File: src/mcsr_pkg.sv
// Shared types, codes and helpers for the mirror copy select and repair block.
package mcsr_pkg;

   localparam int NUM_COPIES = 8;
   localparam logic [3:0] COPY_MAX = 4'd8;

   localparam logic [2:0] ST_OK = 3'd0;
   localparam logic [2:0] ST_IO = 3'd1;
   localparam logic [2:0] ST_NODEV = 3'd3;
   localparam logic [2:0] ST_STALE = 3'd4;

   localparam logic [1:0] REG_CHILD_COUNT = 2'd0;
   localparam logic [1:0] REG_REPLACING = 2'd1;
   localparam logic [1:0] REG_OFFSET_SHIFT = 2'd2;
   localparam logic [1:0] REG_REPAIR_ALLOWED = 2'd3;

   typedef enum logic [1:0] {
      KIND_READ = 2'd0,
      KIND_WRITE = 2'd1,
      KIND_REPAIR = 2'd2,
      KIND_COMPLETE = 2'd3
   } kind_type;

   typedef enum logic [3:0] {
      ENG_IDLE,
      ENG_MOD,
      ENG_DISPATCH,
      ENG_ISSUE_ALL,
      ENG_SEL1,
      ENG_SEL2,
      ENG_FIN_SCAN,
      ENG_FIN_DECIDE,
      ENG_REPAIR
   } eng_state_type;

   typedef struct packed {
      logic        op;
      logic        is_write;
      logic        scrub;
      logic        resilver;
      logic [63:0] offset;
      logic [7:0]  dead_mask;
      logic [7:0]  stale_mask;
      logic [2:0]  child;
      logic [1:0]  child_error;
   } item_type;

   typedef struct packed {
      logic [3:0] child_count;
      logic       replacing_mode;
      logic [5:0] offset_shift;
      logic       repair_allowed;
   } cfg_type;

   typedef struct packed {
      logic     strobe;
      kind_type kind;
      logic [2:0] target;
      logic [2:0] status;
      logic [3:0] error_count;
      logic       last;
   } rsp_type;

   function automatic logic [3:0] copies(input logic [3:0] cnt);
      logic [3:0] n;
      n = cnt;
      if (n == 4'd0) n = 4'd1;
      if (n > COPY_MAX) n = COPY_MAX;
      return n;
   endfunction

   function automatic logic [2:0] mod_small(input logic [2:0] p, input logic [3:0] n);
      logic [3:0] r;
      r = {1'b0, p};
      for (int i = 0; i < NUM_COPIES; i++) begin
         if (r >= n) r = r - n;
      end
      return r[2:0];
   endfunction

endpackage

File: src/mcsr_queue.sv
// Front part: accepts requests into a two-entry queue ahead of the engine.
module mcsr_queue
   import mcsr_pkg::*;
(
   input  logic     clock,
   input  logic     reset,
   input  logic     push,
   input  item_type push_item,
   input  logic     pop,
   output logic     head_valid,
   output item_type head_item,
   output logic     full
);

   item_type   q_ff [2];
   logic       wr_ptr_ff, wr_ptr_in;
   logic       rd_ptr_ff, rd_ptr_in;
   logic [1:0] count_ff, count_in;
   logic       do_push, do_pop;

   assign full = (count_ff == 2'd2);
   assign head_valid = (count_ff != 2'd0);
   assign head_item = q_ff[rd_ptr_ff];
   assign do_push = push && !full;
   assign do_pop = pop && head_valid;

   always_comb begin
      wr_ptr_in = wr_ptr_ff ^ do_push;
      rd_ptr_in = rd_ptr_ff ^ do_pop;
      count_in = count_ff;
      if (do_push && !do_pop) count_in = count_ff + 2'd1;
      else if (!do_push && do_pop) count_in = count_ff - 2'd1;
   end

   always_ff @(posedge clock) begin
      if (reset) begin
         wr_ptr_ff <= 1'b0;
         rd_ptr_ff <= 1'b0;
         count_ff <= 2'd0;
      end else begin
         wr_ptr_ff <= wr_ptr_in;
         rd_ptr_ff <= rd_ptr_in;
         count_ff <= count_in;
      end
   end

   always_ff @(posedge clock) begin
      if (do_push) q_ff[wr_ptr_ff] <= push_item;
   end

endmodule

File: src/mcsr_engine.sv
// Back part: copy selection, issue, error merge and repair sequencing.
module mcsr_engine
   import mcsr_pkg::*;
(
   input  logic     clock,
   input  logic     reset,
   input  cfg_type  cfg,
   input  logic     item_valid,
   input  item_type item,
   output logic     item_pop,
   output rsp_type  rsp
);

   eng_state_type state_ff, state_in;
   logic [7:0]  tried_ff, tried_in;
   logic [7:0]  skipped_ff, skipped_in;
   logic [2:0]  status_ff [NUM_COPIES];
   logic [2:0]  status_in [NUM_COPIES];
   logic [3:0]  outst_ff, outst_in;
   logic [2:0]  pref_ff, pref_in;
   logic        wr_ff, wr_in, scrub_ff, scrub_in, resil_ff, resil_in;
   logic [7:0]  dead_ff, dead_in, stale_ff, stale_in;
   logic [3:0]  idx_ff, idx_in;
   logic [2:0]  cur_ff, cur_in;
   logic [3:0]  rem_ff, rem_in;
   logic [63:0] shv_ff, shv_in;
   logic [5:0]  bitcnt_ff, bitcnt_in;
   logic [3:0]  good_ff, good_in, unexp_ff, unexp_in, nerr_ff, nerr_in;
   logic [2:0]  err_ff, err_in;
   logic        src_ff, src_in;
   rsp_type     rsp_ff, rsp_in;

   logic [3:0] n;
   logic [3:0] mod_t;
   logic [3:0] cur_next;
   logic [2:0] c;
   logic       found;
   logic [2:0] first_free;

   assign n = copies(cfg.child_count);
   assign rsp = rsp_ff;
   assign item_pop = (state_ff == ENG_IDLE) && item_valid;
   assign mod_t = {rem_ff[2:0], shv_ff[63]};
   assign cur_next = ({1'b0, cur_ff} + 4'd1 == n) ? 4'd0 : {1'b0, cur_ff} + 4'd1;
   assign c = idx_ff[2:0];

   always_comb begin
      found = 1'b0;
      first_free = 3'd0;
      for (int i = NUM_COPIES - 1; i >= 0; i--) begin
         if (i < n && !tried_ff[i]) begin
            found = 1'b1;
            first_free = 3'(i);
         end
      end
   end

   always_comb begin
      state_in = state_ff;
      tried_in = tried_ff;
      skipped_in = skipped_ff;
      status_in = status_ff;
      outst_in = outst_ff;
      pref_in = pref_ff;
      wr_in = wr_ff;
      scrub_in = scrub_ff;
      resil_in = resil_ff;
      dead_in = dead_ff;
      stale_in = stale_ff;
      idx_in = idx_ff;
      cur_in = cur_ff;
      rem_in = rem_ff;
      shv_in = shv_ff;
      bitcnt_in = bitcnt_ff;
      good_in = good_ff;
      unexp_in = unexp_ff;
      nerr_in = nerr_ff;
      err_in = err_ff;
      src_in = src_ff;
      rsp_in = '0;
      rsp_in.kind = KIND_READ;
      case (state_ff)
         ENG_IDLE: begin
            if (item_valid) begin
               if (!item.op) begin
                  if (outst_ff == 4'd0) begin
                     tried_in = '0;
                     skipped_in = '0;
                     for (int i = 0; i < NUM_COPIES; i++) status_in[i] = ST_OK;
                     wr_in = item.is_write;
                     scrub_in = item.scrub;
                     resil_in = item.resilver;
                     dead_in = item.dead_mask;
                     stale_in = item.stale_mask;
                     if (cfg.replacing_mode) begin
                        pref_in = 3'd0;
                        state_in = ENG_DISPATCH;
                     end else begin
                        shv_in = item.offset >> cfg.offset_shift;
                        rem_in = 4'd0;
                        bitcnt_in = 6'd0;
                        state_in = ENG_MOD;
                     end
                  end
               end else if (outst_ff != 4'd0 && {1'b0, item.child} < n) begin
                  status_in[item.child] = {1'b0, item.child_error};
                  tried_in[item.child] = 1'b1;
                  skipped_in[item.child] = 1'b0;
                  outst_in = outst_ff - 4'd1;
                  if (outst_ff == 4'd1) begin
                     idx_in = 4'd0;
                     good_in = 4'd0;
                     unexp_in = 4'd0;
                     nerr_in = 4'd0;
                     err_in = ST_OK;
                     state_in = ENG_FIN_SCAN;
                  end
               end
            end
         end
         ENG_MOD: begin
            rem_in = (mod_t >= n) ? mod_t - n : mod_t;
            shv_in = {shv_ff[62:0], 1'b0};
            bitcnt_in = bitcnt_ff + 6'd1;
            if (bitcnt_ff == 6'd63) begin
               pref_in = rem_in[2:0];
               state_in = ENG_DISPATCH;
            end
         end
         ENG_DISPATCH: begin
            idx_in = 4'd0;
            if (wr_ff) begin
               if (resil_ff && cfg.replacing_mode && !stale_ff[0]) begin
                  rsp_in.strobe = 1'b1;
                  rsp_in.kind = KIND_WRITE;
                  rsp_in.target = 3'(n - 4'd1);
                  rsp_in.last = 1'b1;
                  outst_in = 4'd1;
                  state_in = ENG_IDLE;
               end else begin
                  state_in = ENG_ISSUE_ALL;
               end
            end else if (scrub_ff && !cfg.replacing_mode) begin
               state_in = ENG_ISSUE_ALL;
            end else begin
               cur_in = mod_small(pref_ff, n);
               src_in = 1'b0;
               state_in = ENG_SEL1;
            end
         end
         ENG_ISSUE_ALL: begin
            rsp_in.strobe = 1'b1;
            rsp_in.kind = wr_ff ? KIND_WRITE : KIND_READ;
            rsp_in.target = c;
            rsp_in.last = (idx_ff + 4'd1 == n);
            idx_in = idx_ff + 4'd1;
            if (idx_ff + 4'd1 == n) begin
               outst_in = n;
               state_in = ENG_IDLE;
            end
         end
         ENG_SEL1: begin
            if (idx_ff == n) begin
               state_in = ENG_SEL2;
            end else begin
               idx_in = idx_ff + 4'd1;
               cur_in = cur_next[2:0];
               if (!(tried_ff[cur_ff] || skipped_ff[cur_ff])) begin
                  if (dead_ff[cur_ff]) begin
                     status_in[cur_ff] = ST_NODEV;
                     tried_in[cur_ff] = 1'b1;
                     skipped_in[cur_ff] = 1'b1;
                  end else if (!stale_ff[cur_ff]) begin
                     rsp_in.strobe = 1'b1;
                     rsp_in.kind = KIND_READ;
                     rsp_in.target = cur_ff;
                     rsp_in.last = 1'b1;
                     outst_in = 4'd1;
                     state_in = ENG_IDLE;
                  end else begin
                     status_in[cur_ff] = ST_STALE;
                     skipped_in[cur_ff] = 1'b1;
                  end
               end
            end
         end
         ENG_SEL2: begin
            if (found) begin
               rsp_in.strobe = 1'b1;
               rsp_in.kind = KIND_READ;
               rsp_in.target = first_free;
               rsp_in.last = 1'b1;
               outst_in = 4'd1;
               state_in = ENG_IDLE;
            end else if (!src_ff) begin
               idx_in = 4'd0;
               good_in = 4'd0;
               unexp_in = 4'd0;
               nerr_in = 4'd0;
               err_in = ST_OK;
               state_in = ENG_FIN_SCAN;
            end else begin
               rsp_in.strobe = 1'b1;
               rsp_in.kind = KIND_COMPLETE;
               rsp_in.status = err_ff;
               rsp_in.error_count = nerr_ff;
               rsp_in.last = 1'b1;
               state_in = ENG_IDLE;
            end
         end
         ENG_FIN_SCAN: begin
            if (idx_ff == n) begin
               state_in = ENG_FIN_DECIDE;
            end else begin
               idx_in = idx_ff + 4'd1;
               if (tried_ff[c] && status_ff[c] == ST_OK) begin
                  good_in = good_ff + 4'd1;
               end else if (status_ff[c] != ST_OK) begin
                  if (err_ff != ST_IO) err_in = status_ff[c];
                  if (!skipped_ff[c]) unexp_in = unexp_ff + 4'd1;
                  nerr_in = nerr_ff + 4'd1;
               end
            end
         end
         ENG_FIN_DECIDE: begin
            idx_in = 4'd0;
            if (wr_ff) begin
               rsp_in.strobe = 1'b1;
               rsp_in.kind = KIND_COMPLETE;
               rsp_in.status = (good_ff != 4'd0) ? ST_OK : err_ff;
               rsp_in.error_count = nerr_ff;
               rsp_in.last = 1'b1;
               state_in = ENG_IDLE;
            end else if (good_ff == 4'd0) begin
               cur_in = mod_small(pref_ff, n);
               src_in = 1'b1;
               state_in = ENG_SEL1;
            end else if (cfg.repair_allowed && (unexp_ff != 4'd0 || resil_ff ||
                         (scrub_ff && cfg.replacing_mode))) begin
               state_in = ENG_REPAIR;
            end else begin
               rsp_in.strobe = 1'b1;
               rsp_in.kind = KIND_COMPLETE;
               rsp_in.status = ST_OK;
               rsp_in.error_count = nerr_ff;
               rsp_in.last = 1'b1;
               state_in = ENG_IDLE;
            end
         end
         ENG_REPAIR: begin
            if (idx_ff == n) begin
               rsp_in.strobe = 1'b1;
               rsp_in.kind = KIND_COMPLETE;
               rsp_in.status = ST_OK;
               rsp_in.error_count = nerr_ff;
               rsp_in.last = 1'b1;
               state_in = ENG_IDLE;
            end else begin
               idx_in = idx_ff + 4'd1;
               rsp_in.kind = KIND_REPAIR;
               rsp_in.target = c;
               if (status_ff[c] != ST_OK) begin
                  rsp_in.strobe = 1'b1;
               end else if (!tried_ff[c] && (scrub_ff || stale_ff[c])) begin
                  status_in[c] = ST_STALE;
                  rsp_in.strobe = 1'b1;
               end
            end
         end
         default: state_in = ENG_IDLE;
      endcase
   end

   always_ff @(posedge clock) begin
      if (reset) begin
         state_ff <= ENG_IDLE;
         tried_ff <= '0;
         skipped_ff <= '0;
         for (int i = 0; i < NUM_COPIES; i++) status_ff[i] <= ST_OK;
         outst_ff <= 4'd0;
         pref_ff <= 3'd0;
         wr_ff <= 1'b0;
         scrub_ff <= 1'b0;
         resil_ff <= 1'b0;
         dead_ff <= '0;
         stale_ff <= '0;
         src_ff <= 1'b0;
         rsp_ff.strobe <= 1'b0;
      end else begin
         state_ff <= state_in;
         tried_ff <= tried_in;
         skipped_ff <= skipped_in;
         status_ff <= status_in;
         outst_ff <= outst_in;
         pref_ff <= pref_in;
         wr_ff <= wr_in;
         scrub_ff <= scrub_in;
         resil_ff <= resil_in;
         dead_ff <= dead_in;
         stale_ff <= stale_in;
         src_ff <= src_in;
         rsp_ff.strobe <= rsp_in.strobe;
      end
   end

   always_ff @(posedge clock) begin
      idx_ff <= idx_in;
      cur_ff <= cur_in;
      rem_ff <= rem_in;
      shv_ff <= shv_in;
      bitcnt_ff <= bitcnt_in;
      good_ff <= good_in;
      unexp_ff <= unexp_in;
      nerr_ff <= nerr_in;
      err_ff <= err_in;
      rsp_ff.kind <= rsp_in.kind;
      rsp_ff.target <= rsp_in.target;
      rsp_ff.status <= rsp_in.status;
      rsp_ff.error_count <= rsp_in.error_count;
      rsp_ff.last <= rsp_in.last;
   end

endmodule

File: src/mirror_copy_select_and_repair.sv
// Mirrored request dispatcher: top level with configuration registers.
// A request is taken when start is high and busy is low; requests wait in a
// two-entry queue while the engine works, and busy rises only when it is full.
// The engine handles one request at a time and emits at most one result per
// cycle on rsp_strobe; results cannot be held off. A start without a
// replacing arrangement first runs the bit-serial offset modulo, then issues
// its accesses; copy selection, error merge and repair each scan one copy per
// cycle and then finish with a closing step; each result is registered and
// shows in the cycle after the engine state that makes it.
module mirror_copy_select_and_repair
   import mcsr_pkg::*;
(
   input  logic        clock,
   input  logic        reset,
   input  logic        start,
   output logic        busy,
   input  logic        req_op,
   input  logic        req_is_write,
   input  logic        req_scrub,
   input  logic        req_resilver,
   input  logic [63:0] req_offset,
   input  logic [7:0]  req_dead_mask,
   input  logic [7:0]  req_stale_mask,
   input  logic [2:0]  req_child,
   input  logic [1:0]  req_child_error,
   output logic        rsp_strobe,
   output logic [1:0]  rsp_kind,
   output logic [2:0]  rsp_target,
   output logic [2:0]  rsp_status,
   output logic [3:0]  rsp_error_count,
   output logic        rsp_last,
   input  logic        csr_write_enable,
   input  logic [1:0]  csr_index,
   input  logic [5:0]  csr_write_data
);

   cfg_type  cfg_ff, cfg_in;
   item_type push_item, head_item;
   logic     head_valid, pop, full;
   rsp_type  rsp;

   assign push_item = '{op: req_op, is_write: req_is_write, scrub: req_scrub,
                        resilver: req_resilver, offset: req_offset,
                        dead_mask: req_dead_mask, stale_mask: req_stale_mask,
                        child: req_child, child_error: req_child_error};

   always_comb begin
      cfg_in = cfg_ff;
      if (csr_write_enable) begin
         case (csr_index)
            REG_CHILD_COUNT: cfg_in.child_count = csr_write_data[3:0];
            REG_REPLACING: cfg_in.replacing_mode = csr_write_data[0];
            REG_OFFSET_SHIFT: cfg_in.offset_shift = csr_write_data;
            REG_REPAIR_ALLOWED: cfg_in.repair_allowed = csr_write_data[0];
            default: cfg_in = cfg_ff;
         endcase
      end
   end

   always_ff @(posedge clock) begin
      if (reset) begin
         cfg_ff <= '{child_count: 4'd2, replacing_mode: 1'b0,
                     offset_shift: 6'd21, repair_allowed: 1'b1};
      end else begin
         cfg_ff <= cfg_in;
      end
   end

   mcsr_queue u_queue (
      .clock      (clock),
      .reset      (reset),
      .push       (start),
      .push_item  (push_item),
      .pop        (pop),
      .head_valid (head_valid),
      .head_item  (head_item),
      .full       (full)
   );

   mcsr_engine u_engine (
      .clock      (clock),
      .reset      (reset),
      .cfg        (cfg_ff),
      .item_valid (head_valid),
      .item       (head_item),
      .item_pop   (pop),
      .rsp        (rsp)
   );

   assign busy = full;
   assign rsp_strobe = rsp.strobe;
   assign rsp_kind = rsp.kind;
   assign rsp_target = rsp.target;
   assign rsp_status = rsp.status;
   assign rsp_error_count = rsp.error_count;
   assign rsp_last = rsp.last;

   a_complete_is_last: assert property (@(posedge clock) disable iff (reset)
      rsp_strobe && rsp_kind == KIND_COMPLETE |-> rsp_last)
      else $error("complete without last");

   a_repair_not_last: assert property (@(posedge clock) disable iff (reset)
      rsp_strobe && rsp_kind == KIND_REPAIR |-> !rsp_last)
      else $error("repair marked last");

   a_issue_clean: assert property (@(posedge clock) disable iff (reset)
      rsp_strobe && rsp_kind != KIND_COMPLETE |-> rsp_status == ST_OK
      && rsp_error_count == 4'd0)
      else $error("issue carries status");

   a_reset_quiet: assert property (@(posedge clock)
      reset |=> !rsp_strobe && !busy)
      else $error("activity after reset");

endmodule
File: config.mk
export PLATFORM = sky130hd
export DESIGN_NAME = mirror_copy_select_and_repair
export DESIGN_NICKNAME = d
export VERILOG_FILES = /design/src/mcsr_pkg.sv /design/src/mcsr_queue.sv /design/src/mcsr_engine.sv /design/src/mirror_copy_select_and_repair.sv
export SDC_FILE = /design/constraint.sdc
export NUM_CORES = 1
export LEC_CHECK = 0
export ABC_AREA = 1
export BUFFER_PORTS_ARGS = -buffer_cell sky130_fd_sc_hd__buf_2
export CAP_MARGIN = 40
export CORE_AREA = 10 10 212 214
export CTS_CLUSTER_DIAMETER = 120
export DETAILED_ROUTE_END_ITERATION = 10
export DIE_AREA = 0 0 222 224
export HOLD_SLACK_MARGIN = 0.05
export PLACE_DENSITY = 0.83
export SLEW_MARGIN = 15
export SYNTH_ARGS = -nofsm -noshare
export SYNTH_HDL_FRONTEND = slang
export SYNTH_SLANG_ARGS = --single-unit
File: constraint.sdc
create_clock -name clock -period 11.2 [get_ports clock]
set_input_delay 2.24 -clock clock [delete_from_list [all_inputs] [get_ports clock]]
set_output_delay 2.24 -clock clock [all_outputs]
set_load 0.01 [all_outputs]
==> results.sh <==
export IMPL_status="completed"
export IMPL_first_iter_violations=2516
export IMPL_core_um2=40600
export IMPL_slowest_delay_ps=430
export IMPL_synth_area_leaders="edfxtp_1 (36%), nand2_1 (11%), dfxtp_1 (8.8%)"
export IMPL_setup_viol=0
export IMPL_yosysMostFrequentCell="nand2_1"
export IMPL_root_buffer="clkbuf_16"
export IMPL_hold_viol=0
export IMPL_io_buffers=115
export IMPL_synth_cell_types=76
export IMPL_finalCritPeriodShare=0.971
export IMPL_row_count=74
export IMPL_nets=3004
export IMPL_antenna_found_initial=0
export IMPL_worst_r2r_path_depth=65
export IMPL_yosys_area_top_type_share=0.358
export IMPL_dpl_cell_area_um2=23800
export IMPL_min_delay_path_class="register to register"
export IMPL_hold_end="u_engine.outst_ff[2]"
export IMPL_worst_pin_slew_ps=895
export IMPL_syn_avg_cell_area_um2=8.22
export IMPL_whs_ps=483
export IMPL_fp_dieH_um=224
export IMPL_antenna_diode_count=0
export IMPL_grt_usage=0.266
export IMPL_stdcell_count=3406
export IMPL_routabilityCongestion=0.970
export IMPL_r2r_end="u_engine.cur_ff[2]"
export IMPL_syn_nets=2944
export IMPL_synthFlopType="edfxtp_1"
export IMPL_clk_latency_ps=580
export IMPL_critPathRequiredTime_ps=11530
export IMPL_fmax_mhz=91.9
export IMPL_drive_above_1_share=0.156
export IMPL_fin_area_um2=25500
export IMPL_critPathCaptureType="register"
export IMPL_wirelength_mm=68.9
export IMPL_period_minus_slack_ps=10880
export IMPL_crit_buf_inv=8
export IMPL_maxSlewViolCount=0
export IMPL_maxCapViolations=0
export IMPL_grt_ovfl_total=0
export IMPL_tritoncts="built"
export IMPL_placedCellCount=3320
export IMPL_synth_area_um2=22900
export IMPL_grt_pass1_vias=19893
export IMPL_r2r_start="cfg_ff[9]"
export IMPL_io_pins=116
export IMPL_crit_fanout=7
export IMPL_synth_common_cells="nand2_1 (700), nand3_1 (360), edfxtp_1 (273)"
export IMPL_ys_seq_area_frac=0.447
export IMPL_grt_pass1_wl_mm=108
export IMPL_r2r_setup_slack_ps=320
export IMPL_synth_edff_count=273
export IMPL_crit_arrival_ps=11200
export IMPL_yosys_warnings=0
export IMPL_cp_start_kind="register"
export IMPL_die_area_um2=49700
export IMPL_syn_to_final_growth_pct=11.5
export IMPL_ys_ff_latch=374
export IMPL_wl_per_cell_um=20.2
export IMPL_synth_largest_area_cell="edfxtp_1"
export IMPL_dr_pass1_iters=6
export IMPL_grt_max_degree=96
export IMPL_drc_errors=0
export IMPL_cts_inserted_buffers=41
export IMPL_cts_sinks=374
export IMPL_initial_core_util=0.564
export IMPL_fin_skew_ps=24.7
export IMPL_cp_top_family="simple AND/OR/NAND/NOR gates"
export IMPL_die_w_um=222
export IMPL_cts_htree_levels=2
export IMPL_min_from="u_engine.outst_ff[2]"
export IMPL_viasPerCell=6.09
export IMPL_route_vias_total=20729
export IMPL_holdPathStages=2
export IMPL_async_reset_ff_frac=0
export IMPL_slew_headroom=0.404
export IMPL_path_class="register to register"
export IMPL_cp_slowest_cell="fa_2"
export IMPL_dp_hpwl_mm=49.0
export IMPL_clk_pin_slew_ps=60
export IMPL_clock_path_buffers=3
export IMPL_synth_cells=2781
export IMPL_fillCellCount=3431
export IMPL_antenna_left=0
## placed cells by master (no fill, tap or decap), types with 12 or more instances in the layout
master	n
inv_1	169
nor2_1	161
nor3_1	17
buf_4	41
a31oi_1	31
nand3_1	352
o22ai_1	15
nand2_1	698
o211ai_1	96
a211oi_1	13
nor2_2	12
or2_1	18
a21oi_2	12
inv_2	37
o21ai_0	146
dfxtp_1	96
buf_2	115
mux2i_1	14
a21oi_1	108
edfxtp_1	273
nand4_1	15
or2_2	29
nand3_2	18
clkbuf_16	42
ha_1	42
o21ai_1	48
## flip-flops by register name, summed over array words and instances, names as in the netlist, 6 cells and up
name	flops
u_queue.q_ff	178
u_engine.skipped_ff	8
u_engine.rsp	14
u_engine.tried_ff	8
u_engine.status_ff	24
u_engine.bitcnt_ff	6
u_engine.dead_ff	8
cfg_ff	12
u_engine.shv_ff	64
u_engine.stale_ff	8
## worst min-delay path: stages, from the launching register on
cell	delay, ps
dfxtp_1	320
nor2_1	50
nor2_1	80
## cell families (layout without fill, tap and decap cells)
group	Yosys count	in the layout	share of synthesized area
xor+xnor	20	20	0.00831
fa+ha+maj	62	62	0.0369
flops	374	374	0.447
simple gates	1389	1389	0.279
mux	14	14	0.00613
buf+inv	368	461	0.0720
compound gates	554	554	0.151
## how the worst max path moves through the flow
stage,startpoint,to,slack (ps),cells past startpoint
finish,cfg_ff[9],u_engine.cur_ff[2],320,65
global route,cfg_ff[9],u_engine.cur_ff[0],-180,65
CTS,cfg_ff[10],u_engine.cur_ff[2],10,65
detailed placement,cfg_ff[9],u_engine.cur_ff[2],-420,65
global placement,cfg_ff[9],u_engine.cur_ff[0],150,65
floorplan,cfg_ff[9],u_engine.cur_ff[0],170,63
## cell type report
| type | count | area, µm² | share of cell area |
|---|---|---|---|
| Multi-Input combinational cell | 2039 | 11300 | 0.442 |
| Sequential cell | 374 | 10200 | 0.401 |
| Timing Repair Buffer | 166 | 1100 | 0.0430 |
| Clock buffer | 49 | 1090 | 0.0426 |
| Inverter | 219 | 853 | 0.0334 |
| Tap cell | 532 | 666 | 0.0261 |
| Clock inverter | 27 | 310 | 0.0122 |
## per-stage QoR
stage	setup TNS [ps]	util	setup WS, ps
4_1_cts	0	0.622	13.0
5_1_grt	-497	0.629	-175
3_5_place_dp	-1210	0.586	-424
2_1_floorplan	0	-	165
6_report	0	0.629	322
3_3_place_gp	0	0.582	151
## what timing repair did
item                       4_1_cts  5_1_grt
hold buffers                     0        0
setup buffers                    1        7
gates resized for setup          8       51
setup endpoints to repair        3        3
pin swaps                        3       18
cloned                           0        0
## metal layers
metal  vias to the layer above  global-route usage  part of all wire
li1                       9817                   -                 -
met1                      9684               0.330              0.39
met2                      1016               0.447              0.48
met3                       212              0.0392             0.077
met4                         0               0.132             0.046
met5                         -                   0                 0
Power is not shown: default switching activity piles up to over one toggle a cycle in this logic, so the estimate is an artifact.
